## config.mk

```make
export PLATFORM = sky130hd
export DESIGN_NAME = poly_voice_allocator_core_flat
export DESIGN_NICKNAME = d
export VERILOG_FILES = /design/src/hw/rtl/pva_pkg.sv /design/src/hw/rtl/pva_if.sv /design/src/hw/rtl/poly_voice_allocator_core.sv /design/src/hw/rtl/pva_cell.sv /design/src/flat_wrapper.sv
export SDC_FILE = /design/constraint.sdc
export NUM_CORES = 1
export LEC_CHECK = 0
export BUFFER_PORTS_ARGS = -buffer_cell sky130_fd_sc_hd__buf_2
export CAP_MARGIN = 20
export CORE_ASPECT_RATIO = 1.2
export CORE_MARGIN = 2
export CORE_UTILIZATION = 58
export DETAILED_ROUTE_END_ITERATION = 8
export PLACE_DENSITY_LB_ADDON = 0.15
export SLEW_MARGIN = 40
export SYNTH_ARGS = -nofsm -noshare
export SYNTH_HDL_FRONTEND = slang
export SYNTH_HIERARCHICAL = 1
export SYNTH_SLANG_ARGS = --single-unit
```

## constraint.sdc

```tcl
create_clock -name i_clk -period 5.5 [get_ports i_clk]
set_clock_uncertainty 0.15 [all_clocks]
set_input_delay 0.55 -clock i_clk [delete_from_list [all_inputs] [get_ports i_clk]]
set_output_delay 0.55 -clock i_clk [all_outputs]
set_load 0.02 [all_outputs]
```

## src/hw/rtl/pva_pkg.sv

```systemverilog
// ============================================================================
// Poly voice allocator package
// Shared field widths, request and steal-mode codes, the cell command and the result word.
// ============================================================================
package pva_pkg;

    // Default sizing handed to the top level
    localparam int unsigned VOICE_COUNT_DEF = 6;
    localparam int unsigned AGE_BITS_DEF    = 16;

    // Fixed port field widths
    localparam int unsigned REQ_W   = 3;
    localparam int unsigned NOTE_W  = 7;
    localparam int unsigned VOICE_W = 3;
    localparam int unsigned MASK_W  = 6;
    localparam int unsigned MODE_W  = 2;

    // Request codes; the three remaining codes carry no operation
    typedef enum logic [REQ_W-1:0] {
        REQ_NOTE_ON    = 3'd0,
        REQ_NOTE_OFF   = 3'd1,
        REQ_ALL_OFF    = 3'd2,
        REQ_VOICE_DONE = 3'd3,
        REQ_TICK       = 3'd4
    } t_req;

    // Steal priority: which active voice is taken first
    typedef enum logic [MODE_W-1:0] {
        MODE_OLDEST  = 2'd0,
        MODE_NEWEST  = 2'd1,
        MODE_HIGHEST = 2'd2,
        MODE_LOWEST  = 2'd3
    } t_steal_mode;

    // Broadcast from the sequencer to every voice cell
    typedef struct packed {
        logic              apply;   // commit the event this cycle
        t_req              op;
        logic [NOTE_W-1:0] note;
        t_steal_mode       mode;
        logic              sel_ok;  // selected voice index is meaningful
    } t_cell_cmd;

    // One result word as held in the output register
    typedef struct packed {
        logic               assign_valid;
        logic [VOICE_W-1:0] assigned_voice;
        logic               was_stolen;
        logic [NOTE_W-1:0]  note_out;
        logic [NOTE_W-1:0]  velocity_out;
        logic [MASK_W-1:0]  released_mask;
        logic [MASK_W-1:0]  active_mask;
    } t_result;

endpackage

```

## src/hw/rtl/pva_if.sv

```systemverilog
// ============================================================================
// Poly voice allocator channels
// Valid/ready channels for requests, results and the steal-mode register.
// ============================================================================
interface pva_req_if;
    logic                       valid;
    logic                       ready;
    logic [pva_pkg::REQ_W-1:0]  req_type;
    logic [pva_pkg::NOTE_W-1:0] note_number;
    logic [pva_pkg::NOTE_W-1:0] note_velocity;
    logic [pva_pkg::VOICE_W-1:0] done_voice;

    modport source (output valid, req_type, note_number, note_velocity, done_voice,
                    input ready);
    modport sink   (input valid, req_type, note_number, note_velocity, done_voice,
                    output ready);
endinterface

interface pva_res_if;
    logic                        valid;
    logic                        ready;
    logic                        assign_valid;
    logic [pva_pkg::VOICE_W-1:0] assigned_voice;
    logic                        was_stolen;
    logic [pva_pkg::NOTE_W-1:0]  note_out;
    logic [pva_pkg::NOTE_W-1:0]  velocity_out;
    logic [pva_pkg::MASK_W-1:0]  released_mask;
    logic [pva_pkg::MASK_W-1:0]  active_mask;

    modport source (output valid, assign_valid, assigned_voice, was_stolen, note_out,
                    velocity_out, released_mask, active_mask,
                    input ready);
    modport sink   (input valid, assign_valid, assigned_voice, was_stolen, note_out,
                    velocity_out, released_mask, active_mask,
                    output ready);
endinterface

interface pva_cfg_if;
    logic                        valid;
    logic                        ready;
    logic [pva_pkg::MODE_W-1:0]  steal_mode;

    modport source (output valid, steal_mode, input ready);
    modport sink   (input valid, steal_mode, output ready);
endinterface

```

## src/hw/rtl/poly_voice_allocator_core.sv

```systemverilog
// ============================================================================
// Poly voice allocator core
// Note-on voice assignment with stealing over a chain of voice cells.
// ============================================================================
// Usage:
//   i_req carries one event word: note on, note off, all notes off, voice
//   done or tick. o_res returns exactly one result word per event: the voice
//   picked for a note on (with the stolen flag), the voices that entered
//   release, and the active mask after the event. i_cfg writes steal_mode;
//   write it only while no event is in flight.
// Timing:
//   After acceptance one search word walks the voice chain, one cell per
//   cycle, until it has crossed every cell; the core then commits the event
//   and loads the result register on the same edge. The next event is taken
//   only in the idle state after that commit, so events are handled one at a time.
// Stall:
//   The result register holds its word until taken. The next event is still
//   accepted and scanned; its commit waits until the result register frees.
// Reset:
//   i_rst_n (synchronous, active low) frees and unreleases every voice and
//   sets steal_mode to oldest-first. No clearing pass is needed.
// ============================================================================
module poly_voice_allocator_core #(
    parameter int unsigned VOICE_COUNT = pva_pkg::VOICE_COUNT_DEF,
    parameter int unsigned AGE_BITS    = pva_pkg::AGE_BITS_DEF
) (
    input  logic      i_clk,
    input  logic      i_rst_n,
    pva_req_if.sink   i_req,
    pva_res_if.source o_res,
    pva_cfg_if.sink   i_cfg
);
    import pva_pkg::*;

    localparam int unsigned IDX_W  = (VOICE_COUNT > 1) ? $clog2(VOICE_COUNT) : 1;
    localparam int unsigned SC_W   = (AGE_BITS > NOTE_W) ? AGE_BITS : NOTE_W;
    localparam int unsigned PAD_W  = (VOICE_COUNT > MASK_W) ? VOICE_COUNT : MASK_W;
    localparam int unsigned VPAD_W = (IDX_W > VOICE_W) ? IDX_W : VOICE_W;
    localparam logic [IDX_W-1:0] LAST_CNT = IDX_W'(VOICE_COUNT - 1);

    typedef enum logic [1:0] {
        S_IDLE,
        S_SCAN,
        S_APPLY
    } t_state;

    t_state              r_state, n_state;
    logic [IDX_W-1:0]    r_cnt, n_cnt;
    t_steal_mode         r_mode;

    // latched event
    logic [REQ_W-1:0]    r_req_type;
    logic [NOTE_W-1:0]   r_note;
    logic [NOTE_W-1:0]   r_vel;
    logic [VOICE_W-1:0]  r_done;

    // result register
    logic                r_out_valid, n_out_valid;
    t_result             r_out, n_out;

    // voice chain; entry 0 is the empty search word
    logic                w_free_hit  [VOICE_COUNT+1];
    logic [IDX_W-1:0]    w_free_idx  [VOICE_COUNT+1];
    logic                w_rel_hit   [VOICE_COUNT+1];
    logic [IDX_W-1:0]    w_rel_idx   [VOICE_COUNT+1];
    logic [SC_W-1:0]     w_rel_score [VOICE_COUNT+1];
    logic                w_held_hit  [VOICE_COUNT+1];
    logic [IDX_W-1:0]    w_held_idx  [VOICE_COUNT+1];
    logic [SC_W-1:0]     w_held_score[VOICE_COUNT+1];

    logic [VOICE_COUNT-1:0] w_active, w_active_nxt, w_rel_now;

    t_cell_cmd           w_cmd;
    t_req                w_op;
    logic [IDX_W-1:0]    w_sel;
    logic                w_stolen;
    logic                w_accept;
    logic                w_apply_go;
    logic                w_done_ok;
    logic [PAD_W-1:0]    w_act_pad, w_rel_pad;
    logic [VPAD_W-1:0]   w_sel_pad;

    assign w_free_hit[0]   = 1'b0;
    assign w_free_idx[0]   = '0;
    assign w_rel_hit[0]    = 1'b0;
    assign w_rel_idx[0]    = '0;
    assign w_rel_score[0]  = '0;
    assign w_held_hit[0]   = 1'b0;
    assign w_held_idx[0]   = '0;
    assign w_held_score[0] = '0;

    for (genvar g = 0; g < VOICE_COUNT; g++) begin : g_voice
        pva_cell #(
            .AGE_BITS   (AGE_BITS),
            .IDX_W      (IDX_W),
            .CELL_INDEX (g)
        ) u_cell (
            .i_clk        (i_clk),
            .i_rst_n      (i_rst_n),
            .i_cmd        (w_cmd),
            .i_sel        (w_sel),
            .i_free_hit   (w_free_hit[g]),
            .i_free_idx   (w_free_idx[g]),
            .i_rel_hit    (w_rel_hit[g]),
            .i_rel_idx    (w_rel_idx[g]),
            .i_rel_score  (w_rel_score[g]),
            .i_held_hit   (w_held_hit[g]),
            .i_held_idx   (w_held_idx[g]),
            .i_held_score (w_held_score[g]),
            .o_free_hit   (w_free_hit[g+1]),
            .o_free_idx   (w_free_idx[g+1]),
            .o_rel_hit    (w_rel_hit[g+1]),
            .o_rel_idx    (w_rel_idx[g+1]),
            .o_rel_score  (w_rel_score[g+1]),
            .o_held_hit   (w_held_hit[g+1]),
            .o_held_idx   (w_held_idx[g+1]),
            .o_held_score (w_held_score[g+1]),
            .o_active     (w_active[g]),
            .o_active_nxt (w_active_nxt[g]),
            .o_rel_now    (w_rel_now[g])
        );
    end

    // take events only between commits; steal_mode writes are always taken
    assign i_req.ready = (r_state == S_IDLE);
    assign i_cfg.ready = 1'b1;
    assign w_accept    = i_req.valid && (r_state == S_IDLE);

    // commit only when the result register can take the new word
    assign w_apply_go  = (r_state == S_APPLY) && (!r_out_valid || o_res.ready);

    assign w_op      = t_req'(r_req_type);
    assign w_done_ok = (32'(r_done) < VOICE_COUNT);

    // pick the voice: first free one, else best releasing, else best held
    always_comb begin
        w_sel    = '0;
        w_stolen = 1'b0;
        unique case (w_op)
            REQ_NOTE_ON: begin
                priority if (w_free_hit[VOICE_COUNT]) begin
                    w_sel = w_free_idx[VOICE_COUNT];
                end else if (w_rel_hit[VOICE_COUNT]) begin
                    w_sel    = w_rel_idx[VOICE_COUNT];
                    w_stolen = 1'b1;
                end else if (w_held_hit[VOICE_COUNT]) begin
                    w_sel    = w_held_idx[VOICE_COUNT];
                    w_stolen = 1'b1;
                end else begin
                    w_stolen = 1'b1;
                end
            end
            REQ_VOICE_DONE: begin
                w_sel = IDX_W'(r_done);
            end
            default: begin
            end
        endcase
    end

    always_comb begin
        w_cmd.apply  = w_apply_go;
        w_cmd.op     = w_op;
        w_cmd.note   = r_note;
        w_cmd.mode   = r_mode;
        w_cmd.sel_ok = (w_op == REQ_NOTE_ON) || ((w_op == REQ_VOICE_DONE) && w_done_ok);
    end

    // cut voice index and masks to the port widths
    assign w_act_pad = PAD_W'(w_active_nxt);
    assign w_rel_pad = PAD_W'(w_rel_now);
    assign w_sel_pad = VPAD_W'(w_sel);

    always_comb begin
        n_state     = r_state;
        n_cnt       = r_cnt;
        n_out_valid = r_out_valid;
        n_out       = r_out;
        if (r_out_valid && o_res.ready) begin
            n_out_valid = 1'b0;
        end
        unique case (r_state)
            S_IDLE: begin
                if (w_accept) begin
                    n_state = S_SCAN;
                    n_cnt   = '0;
                end
            end
            S_SCAN: begin
                // hold until the search word has crossed every cell
                if (r_cnt == LAST_CNT) begin
                    n_state = S_APPLY;
                end else begin
                    n_cnt = r_cnt + IDX_W'(1);
                end
            end
            S_APPLY: begin
                if (w_apply_go) begin
                    n_state                   = S_IDLE;
                    n_out_valid               = 1'b1;
                    n_out.assign_valid        = (w_op == REQ_NOTE_ON);
                    n_out.assigned_voice      = (w_op == REQ_NOTE_ON) ?
                                                w_sel_pad[VOICE_W-1:0] : '0;
                    n_out.was_stolen          = (w_op == REQ_NOTE_ON) && w_stolen;
                    n_out.note_out            = (w_op == REQ_NOTE_ON) ? r_note : '0;
                    n_out.velocity_out        = (w_op == REQ_NOTE_ON) ? r_vel : '0;
                    n_out.released_mask       = w_rel_pad[MASK_W-1:0];
                    n_out.active_mask         = w_act_pad[MASK_W-1:0];
                end
            end
            default: begin
                n_state = S_IDLE;
            end
        endcase
    end

    always_ff @(posedge i_clk) begin
        if (!i_rst_n) begin
            r_state     <= S_IDLE;
            r_cnt       <= '0;
            r_out_valid <= 1'b0;
            r_mode      <= MODE_OLDEST;
        end else begin
            r_state     <= n_state;
            r_cnt       <= n_cnt;
            r_out_valid <= n_out_valid;
            if (i_cfg.valid) begin
                r_mode <= t_steal_mode'(i_cfg.steal_mode);
            end
        end
        r_out <= n_out;
        if (w_accept) begin
            r_req_type <= i_req.req_type;
            r_note     <= i_req.note_number;
            r_vel      <= i_req.note_velocity;
            r_done     <= i_req.done_voice;
        end
    end

    assign o_res.valid          = r_out_valid;
    assign o_res.assign_valid   = r_out.assign_valid;
    assign o_res.assigned_voice = r_out.assigned_voice;
    assign o_res.was_stolen     = r_out.was_stolen;
    assign o_res.note_out       = r_out.note_out;
    assign o_res.velocity_out   = r_out.velocity_out;
    assign o_res.released_mask  = r_out.released_mask;
    assign o_res.active_mask    = r_out.active_mask;

`ifndef SYNTHESIS
    // a voice is stolen only when every voice is busy
    a_steal_only_full: assert property (@(posedge i_clk) disable iff (!i_rst_n)
        (w_apply_go && (w_op == REQ_NOTE_ON) && w_stolen) |-> (&w_active))
        else $error("voice stolen while a free voice exists");

    // a commit never overwrites an untaken result
    a_no_overwrite: assert property (@(posedge i_clk) disable iff (!i_rst_n)
        w_apply_go |-> (!r_out_valid || o_res.ready))
        else $error("result register overwritten");

    // an accepted event always starts a fresh scan
    a_scan_start: assert property (@(posedge i_clk) disable iff (!i_rst_n)
        w_accept |=> ((r_state == S_SCAN) && (r_cnt == '0)))
        else $error("scan did not restart on accept");

    // aging never frees or claims a voice
    a_tick_keeps_active: assert property (@(posedge i_clk) disable iff (!i_rst_n)
        (w_apply_go && (w_op == REQ_TICK)) |=> $stable(w_active))
        else $error("tick changed the active set");

    // a note on leaves at least one voice active
    a_note_on_active: assert property (@(posedge i_clk) disable iff (!i_rst_n)
        (w_apply_go && (w_op == REQ_NOTE_ON)) |=> (|w_active))
        else $error("note on left no voice active");
`endif

endmodule

```

## src/hw/rtl/pva_cell.sv

```systemverilog
// ============================================================================
// Poly voice allocator voice cell
// Holds one voice and folds it into the search word passed down the chain.
// ============================================================================
module pva_cell #(
    parameter int unsigned AGE_BITS   = pva_pkg::AGE_BITS_DEF,
    parameter int unsigned IDX_W      = 3,
    parameter int unsigned CELL_INDEX = 0
) (
    input  logic                        i_clk,
    input  logic                        i_rst_n,
    input  pva_pkg::t_cell_cmd          i_cmd,
    input  logic [IDX_W-1:0]            i_sel,
    // search word from the lower neighbor
    input  logic                        i_free_hit,
    input  logic [IDX_W-1:0]            i_free_idx,
    input  logic                        i_rel_hit,
    input  logic [IDX_W-1:0]            i_rel_idx,
    input  logic [((AGE_BITS > pva_pkg::NOTE_W) ? AGE_BITS : pva_pkg::NOTE_W)-1:0]
                                        i_rel_score,
    input  logic                        i_held_hit,
    input  logic [IDX_W-1:0]            i_held_idx,
    input  logic [((AGE_BITS > pva_pkg::NOTE_W) ? AGE_BITS : pva_pkg::NOTE_W)-1:0]
                                        i_held_score,
    // search word to the upper neighbor, registered
    output logic                        o_free_hit,
    output logic [IDX_W-1:0]            o_free_idx,
    output logic                        o_rel_hit,
    output logic [IDX_W-1:0]            o_rel_idx,
    output logic [((AGE_BITS > pva_pkg::NOTE_W) ? AGE_BITS : pva_pkg::NOTE_W)-1:0]
                                        o_rel_score,
    output logic                        o_held_hit,
    output logic [IDX_W-1:0]            o_held_idx,
    output logic [((AGE_BITS > pva_pkg::NOTE_W) ? AGE_BITS : pva_pkg::NOTE_W)-1:0]
                                        o_held_score,
    // voice status
    output logic                        o_active,
    output logic                        o_active_nxt,
    output logic                        o_rel_now
);
    import pva_pkg::*;

    localparam int unsigned SC_W = (AGE_BITS > NOTE_W) ? AGE_BITS : NOTE_W;
    localparam logic [IDX_W-1:0] MY_IDX = IDX_W'(CELL_INDEX);

    logic                r_active, n_active;
    logic                r_rel, n_rel;
    logic [AGE_BITS-1:0] r_age, n_age;
    logic [NOTE_W-1:0]   r_note, n_note;

    logic                r_free_hit, r_rel_hit, r_held_hit;
    logic [IDX_W-1:0]    r_free_idx, r_rel_idx, r_held_idx;
    logic [SC_W-1:0]     r_rel_score, r_held_score;

    logic [SC_W-1:0]     w_score;
    logic                w_selected;
    logic                w_take_rel, w_take_held;

    // larger score is a better victim
    always_comb begin
        unique case (i_cmd.mode)
            MODE_OLDEST:  w_score = SC_W'(r_age);
            MODE_NEWEST:  w_score = SC_W'(~r_age);
            MODE_HIGHEST: w_score = SC_W'(r_note);
            MODE_LOWEST:  w_score = SC_W'(~r_note);
            default:      w_score = SC_W'(r_age);
        endcase
    end

    assign w_take_rel  = r_active && r_rel && (!i_rel_hit || (w_score > i_rel_score));
    assign w_take_held = r_active && !r_rel && (!i_held_hit || (w_score > i_held_score));
    assign w_selected  = i_cmd.sel_ok && (i_sel == MY_IDX);

    always_comb begin
        n_active  = r_active;
        n_rel     = r_rel;
        n_age     = r_age;
        n_note    = r_note;
        o_rel_now = 1'b0;
        if (i_cmd.apply) begin
            unique case (i_cmd.op)
                REQ_NOTE_ON: begin
                    if (w_selected) begin
                        n_active = 1'b1;
                        n_rel    = 1'b0;
                        n_age    = '0;
                        n_note   = i_cmd.note;
                    end
                end
                REQ_NOTE_OFF, REQ_ALL_OFF: begin
                    if (r_active && !r_rel &&
                        (i_cmd.op == REQ_ALL_OFF || r_note == i_cmd.note)) begin
                        n_rel     = 1'b1;
                        o_rel_now = 1'b1;
                    end
                end
                REQ_VOICE_DONE: begin
                    if (w_selected) begin
                        n_active = 1'b0;
                        n_rel    = 1'b0;
                    end
                end
                REQ_TICK: begin
                    // saturate at all ones
                    if (r_active && (r_age != '1)) begin
                        n_age = r_age + AGE_BITS'(1);
                    end
                end
                default: begin
                end
            endcase
        end
    end

    always_ff @(posedge i_clk) begin
        if (!i_rst_n) begin
            r_active   <= 1'b0;
            r_rel      <= 1'b0;
            r_free_hit <= 1'b0;
            r_rel_hit  <= 1'b0;
            r_held_hit <= 1'b0;
        end else begin
            r_active   <= n_active;
            r_rel      <= n_rel;
            r_free_hit <= i_free_hit || !r_active;
            r_rel_hit  <= i_rel_hit || w_take_rel;
            r_held_hit <= i_held_hit || w_take_held;
        end
        r_age        <= n_age;
        r_note       <= n_note;
        r_free_idx   <= i_free_hit ? i_free_idx : MY_IDX;
        r_rel_idx    <= w_take_rel ? MY_IDX : i_rel_idx;
        r_rel_score  <= w_take_rel ? w_score : i_rel_score;
        r_held_idx   <= w_take_held ? MY_IDX : i_held_idx;
        r_held_score <= w_take_held ? w_score : i_held_score;
    end

    assign o_free_hit   = r_free_hit;
    assign o_free_idx   = r_free_idx;
    assign o_rel_hit    = r_rel_hit;
    assign o_rel_idx    = r_rel_idx;
    assign o_rel_score  = r_rel_score;
    assign o_held_hit   = r_held_hit;
    assign o_held_idx   = r_held_idx;
    assign o_held_score = r_held_score;
    assign o_active     = r_active;
    assign o_active_nxt = n_active;

endmodule

```

## src/flat_wrapper.sv

```systemverilog
// flat-port wrapper written by rule: the top's interface ports become plain ports
module poly_voice_allocator_core_flat import pva_pkg::*;
#(
    parameter int unsigned VOICE_COUNT = pva_pkg::VOICE_COUNT_DEF,
    parameter int unsigned AGE_BITS    = pva_pkg::AGE_BITS_DEF
)
  (i_clk, i_rst_n, i_req_valid, i_req_req_type, i_req_note_number, i_req_note_velocity, i_req_done_voice, i_req_ready, o_res_valid, o_res_assign_valid, o_res_assigned_voice, o_res_was_stolen, o_res_note_out, o_res_velocity_out, o_res_released_mask, o_res_active_mask, o_res_ready, i_cfg_valid, i_cfg_steal_mode, i_cfg_ready);
  pva_req_if i_req_i ();
  pva_res_if o_res_i ();
  pva_cfg_if i_cfg_i ();
  input  logic i_clk;
  input  logic i_rst_n;
  input wire logic [$bits(i_req_i.valid)-1:0] i_req_valid;
  input wire logic [$bits(i_req_i.req_type)-1:0] i_req_req_type;
  input wire logic [$bits(i_req_i.note_number)-1:0] i_req_note_number;
  input wire logic [$bits(i_req_i.note_velocity)-1:0] i_req_note_velocity;
  input wire logic [$bits(i_req_i.done_voice)-1:0] i_req_done_voice;
  output wire logic [$bits(i_req_i.ready)-1:0] i_req_ready;
  output wire logic [$bits(o_res_i.valid)-1:0] o_res_valid;
  output wire logic [$bits(o_res_i.assign_valid)-1:0] o_res_assign_valid;
  output wire logic [$bits(o_res_i.assigned_voice)-1:0] o_res_assigned_voice;
  output wire logic [$bits(o_res_i.was_stolen)-1:0] o_res_was_stolen;
  output wire logic [$bits(o_res_i.note_out)-1:0] o_res_note_out;
  output wire logic [$bits(o_res_i.velocity_out)-1:0] o_res_velocity_out;
  output wire logic [$bits(o_res_i.released_mask)-1:0] o_res_released_mask;
  output wire logic [$bits(o_res_i.active_mask)-1:0] o_res_active_mask;
  input wire logic [$bits(o_res_i.ready)-1:0] o_res_ready;
  input wire logic [$bits(i_cfg_i.valid)-1:0] i_cfg_valid;
  input wire logic [$bits(i_cfg_i.steal_mode)-1:0] i_cfg_steal_mode;
  output wire logic [$bits(i_cfg_i.ready)-1:0] i_cfg_ready;
  assign i_req_i.valid = i_req_valid;
  assign i_req_i.req_type = i_req_req_type;
  assign i_req_i.note_number = i_req_note_number;
  assign i_req_i.note_velocity = i_req_note_velocity;
  assign i_req_i.done_voice = i_req_done_voice;
  assign i_req_ready = i_req_i.ready;
  assign o_res_valid = o_res_i.valid;
  assign o_res_assign_valid = o_res_i.assign_valid;
  assign o_res_assigned_voice = o_res_i.assigned_voice;
  assign o_res_was_stolen = o_res_i.was_stolen;
  assign o_res_note_out = o_res_i.note_out;
  assign o_res_velocity_out = o_res_i.velocity_out;
  assign o_res_released_mask = o_res_i.released_mask;
  assign o_res_active_mask = o_res_i.active_mask;
  assign o_res_i.ready = o_res_ready;
  assign i_cfg_i.valid = i_cfg_valid;
  assign i_cfg_i.steal_mode = i_cfg_steal_mode;
  assign i_cfg_ready = i_cfg_i.ready;
  poly_voice_allocator_core #(.VOICE_COUNT(VOICE_COUNT), .AGE_BITS(AGE_BITS)) u_core (.i_clk(i_clk), .i_rst_n(i_rst_n), .i_req(i_req_i), .o_res(o_res_i), .i_cfg(i_cfg_i));
endmodule
```

==> out/results.md <==
| Step | Quantity | This run |
| --- | --- | --- |
| run status | Result of the run | finished, final reports clean |
| clocking | Clock latency at the later pin of the worst-skew pair | 0.61 ns |
| worst setup path | Startpoint-to-endpoint class of the critical path | register to register |
| place | Final Wtd Congestion | 1.01 |
| detailed routing | Highest signal layer in the routed design | met5 |
| clocking | Deepest clock path buffer count | 3 |
| sta | Max-slew violations | 0 |
| die | Area of the placeable core | 45,900 µm² |
| sta | Final Cycle Share | 0.775 |
| place | Placed instance area | 28,200 µm² |
| clocking | Quantity of gates resized following cts | 0 |
| die | Die extent in y | 241 µm |
| layout | Layout overhead on the synthesized area | 11.5% |
| place | Post-place setup slack | 1.31 ns |
| sta | Max-Slew Margin vs Limit | 0.361 |
| die | Die area | 48,400 µm² |
| global route | Global-route wire length before repair | 120 mm |
| logic synthesis | Avg Inst Size Synth | 9.43 µm² |
| clocking | Clock tree from TritonCTS | done |
| worst hold path | Class of the tightest hold or removal check | input port to register |
| logic synthesis | Netlist Area Pre-Place | 27,000 µm² |
| clocking | Number of buffers inserted to repair setup after CTS | 0 |
| layout | Post-route cell area | 30,100 µm² |
| detailed routing | Detailed Route WL | 78.0 mm |
| detailed routing | Wire length on met1 | 28.7 mm |
| die | Horizontal extent of the die | 201 µm |
| logic synthesis | Warnings from Yosys | 6 |
| logic synthesis | Cell count after synthesis | 2,867 |
| die | Std-Cell Rows | 86 |
| power and ir drop | Peak supply drop | 268 µV |
| clocking | Clk root buf | sky130_fd_sc_hd__clkbuf_16 |
| clocking | Number of hold buffers added after CTS | 19 |
| worst setup path | Data arrival, critical path | 4.58 ns |
| sta | Actual slew at the worst max-slew pin | 0.952 ns |
| global route | Total congestion overflow | 0 |
| power and ir drop | Ratio of total power to cell area | 281 nW/µm² |
| global route | Number of global-route vias before repair | 21,500 |
| die | Top-level port count | 61 |
| sta | Setup Viol. Count Final | 0 |
| worst setup path | Type of destination of the critical path | register |
| worst setup path | Critical Path Start Type | register |
| detailed routing | Met3 wire length | 4.03 mm |
| detailed routing | Drc violations | 0 |
| die | Initial standard-cell utilization of the core | 0.589 |
| clocking | Number of sinks driven by the clock tree | 441 |
| worst setup path | Critical Path Fanout Max | 58 |
| worst setup path | Kind of cell adding the most delay to the critical path | compound AO/OA/AOI/OAI gates |
| layout | Leading cell type in the layout, fill and taps excluded | sky130_fd_sc_hd__dfxtp_1 |
| detailed routing | Detail Route Antenna Nets | 0 |
| layout | Most frequent cells in the layout | sky130_fd_sc_hd__dfxtp_1 (250), sky130_fd_sc_hd__inv_1 (241), sky130_fd_sc_hd__nor2_1 (216) |
| flow run | Max cap viols | 0 |
| place | DPL Wire Length | 59.1 mm |
| sta | Min cycle time layout | 4.26 ns |
| sta | Setup TNS | 0 ns |
| detailed routing | First-iteration detailed-routing DRC count | 1,934 |
| worst setup path | Worst path slowest cell | sky130_fd_sc_hd__dfxtp_4 |
| sta | Setup repair after global routing missed its margin | false |
| layout | Fraction of final layout cells sized beyond drive strength 1 | 0.0945 |
| sta | Final setup margin | 1.24 ns |
| global route | Number of antenna violations at the first check in global routing | 2 |
| layout | Net count of the finished layout | 3,226 |
| clocking | CTS Buf Count | 47 |
| detailed routing | First-pass detailed-route iteration total | 6 |
| clocking | Number of H-tree branching levels | 2 |
| place | Port Buffers | 59 |
| power and ir drop | Total Power | 8470 µW |
| clocking | Clock transition at path regs | 0.06 ns |
| worst setup path | Buffering stage count on the worst path with inverters included | 1 |
| worst setup path | CP max stage delay | 0.78 ns |
| detailed routing | Total via count after detailed routing | 22,400 |
| worst setup path | Sequence of cells on the critical path | buf_4, mux2i_1, xnor2_1, ha_1, nor2b_1, o21a_1, o21ai_2, nand3_1, a21boi_1 |
| sta | Max Clock Freq | 0.235 GHz |
| sta | Final Hold Violating Endpoints | 0 |
| detailed routing | Avg Vias per Cell | 6.12 |
| detailed routing | Met2 routed WL | 38.8 mm |
| global route | Maximum number of pins on one net before global-route repair | 59 |
| global route | Gr usage total | 0.316 |
| worst setup path | Critical path data required time | 5.82 ns |
| power and ir drop | Leak Pwr | 0.0117 µW |
| detailed routing | DR WL/cell | 21.3 µm |
==> final cells by class <==
type                    instances  area (µm²)
fillers                      3692       15800
multi-input cells            2153       15300
flip-flops and latches        441       10700
clock buffers                  61        1310
inverters                     242         908
repair buffers                114         772
well taps                     616         771
clock inverters                27         352
diodes                          1        2.50
==> worst register-to-register path, delay by kind of cell, from the launching register on <==
kind	cells	cell delay, ns
AOI/OAI and AO/OA	3	1.07
DFF	1	0.78
and+or+nand+nor	2	0.59
buffers and inverters	1	0.50
xor gates and xnor gates	1	0.50
adders and majority gates	1	0.38
muxes	1	0.17
==> through the flow <==
step / utilization / hold WS, ns / std cells
floorplan: - / 0.232 / 2970
global placement: 0.611 / 0.244 / 3545
detailed placement: 0.614 / 0.246 / 3546
CTS: 0.654 / 0.00787 / 3653
global route: 0.656 / 0.0194 / 3654
finish: 0.656 / 0.0364 / 3655
==> metal layers <==
layer / vias to the layer above / track usage
met2: 820 / 0.565
met3: 285 / 0.0416
met1: 10600 / 0.344
li1: 10700 / -
met5: - / 0
met4: 2 / 0.241
==> path summary, 6_finish.rpt <==
| check | from | slack, ns | endpoint | cells after the start |
|---|---|---|---|---|
| max | u_core/r_mode[1]$_SDFFE_PN0P_ | 1.24 | u_core/g_voice[4].u_cell/o_held_idx[0]$_SDFF_PP0_ | 9 |
| min | i_req_req_type[2] | 0.04 | u_core/r_req_type[2]$_DFFE_PP_ | 1 |
| max reg2reg | u_core/r_mode[1]$_SDFFE_PN0P_ | 1.24 | u_core/g_voice[4].u_cell/o_held_idx[0]$_SDFF_PP0_ | 9 |
| min reg2reg | u_core/g_voice[3].u_cell/o_free_idx[2]$_SDFF_PN0_ | 0.24 | u_core/g_voice[4].u_cell/o_free_idx[2]$_SDFF_PN1_ | 1 |
==> report_power, final <==
group	internal (µW)	switching, µW
combinational	494	873
sequential	3570	164
clock	1990	1380
==> state kept, by name (all words and copies together) (netlist names), 7 cells and up <==
signal	cells
u_core/o_res.velocity_out	7
u_core/o_res.note_out	7
u_core/g_voice.u_cell/o_held_idx	18
u_core/g_voice.u_cell/o_free_idx	18
u_core/g_voice.u_cell/o_rel_idx	18
u_core/g_voice.u_cell/r_age	96
u_core/g_voice.u_cell/o_held_score	80
u_core/g_voice.u_cell/o_rel_score	80
u_core/g_voice.u_cell/r_note	42
u_core/r_vel	7
u_core/r_note	7
(Power assumes the default switching activity.)
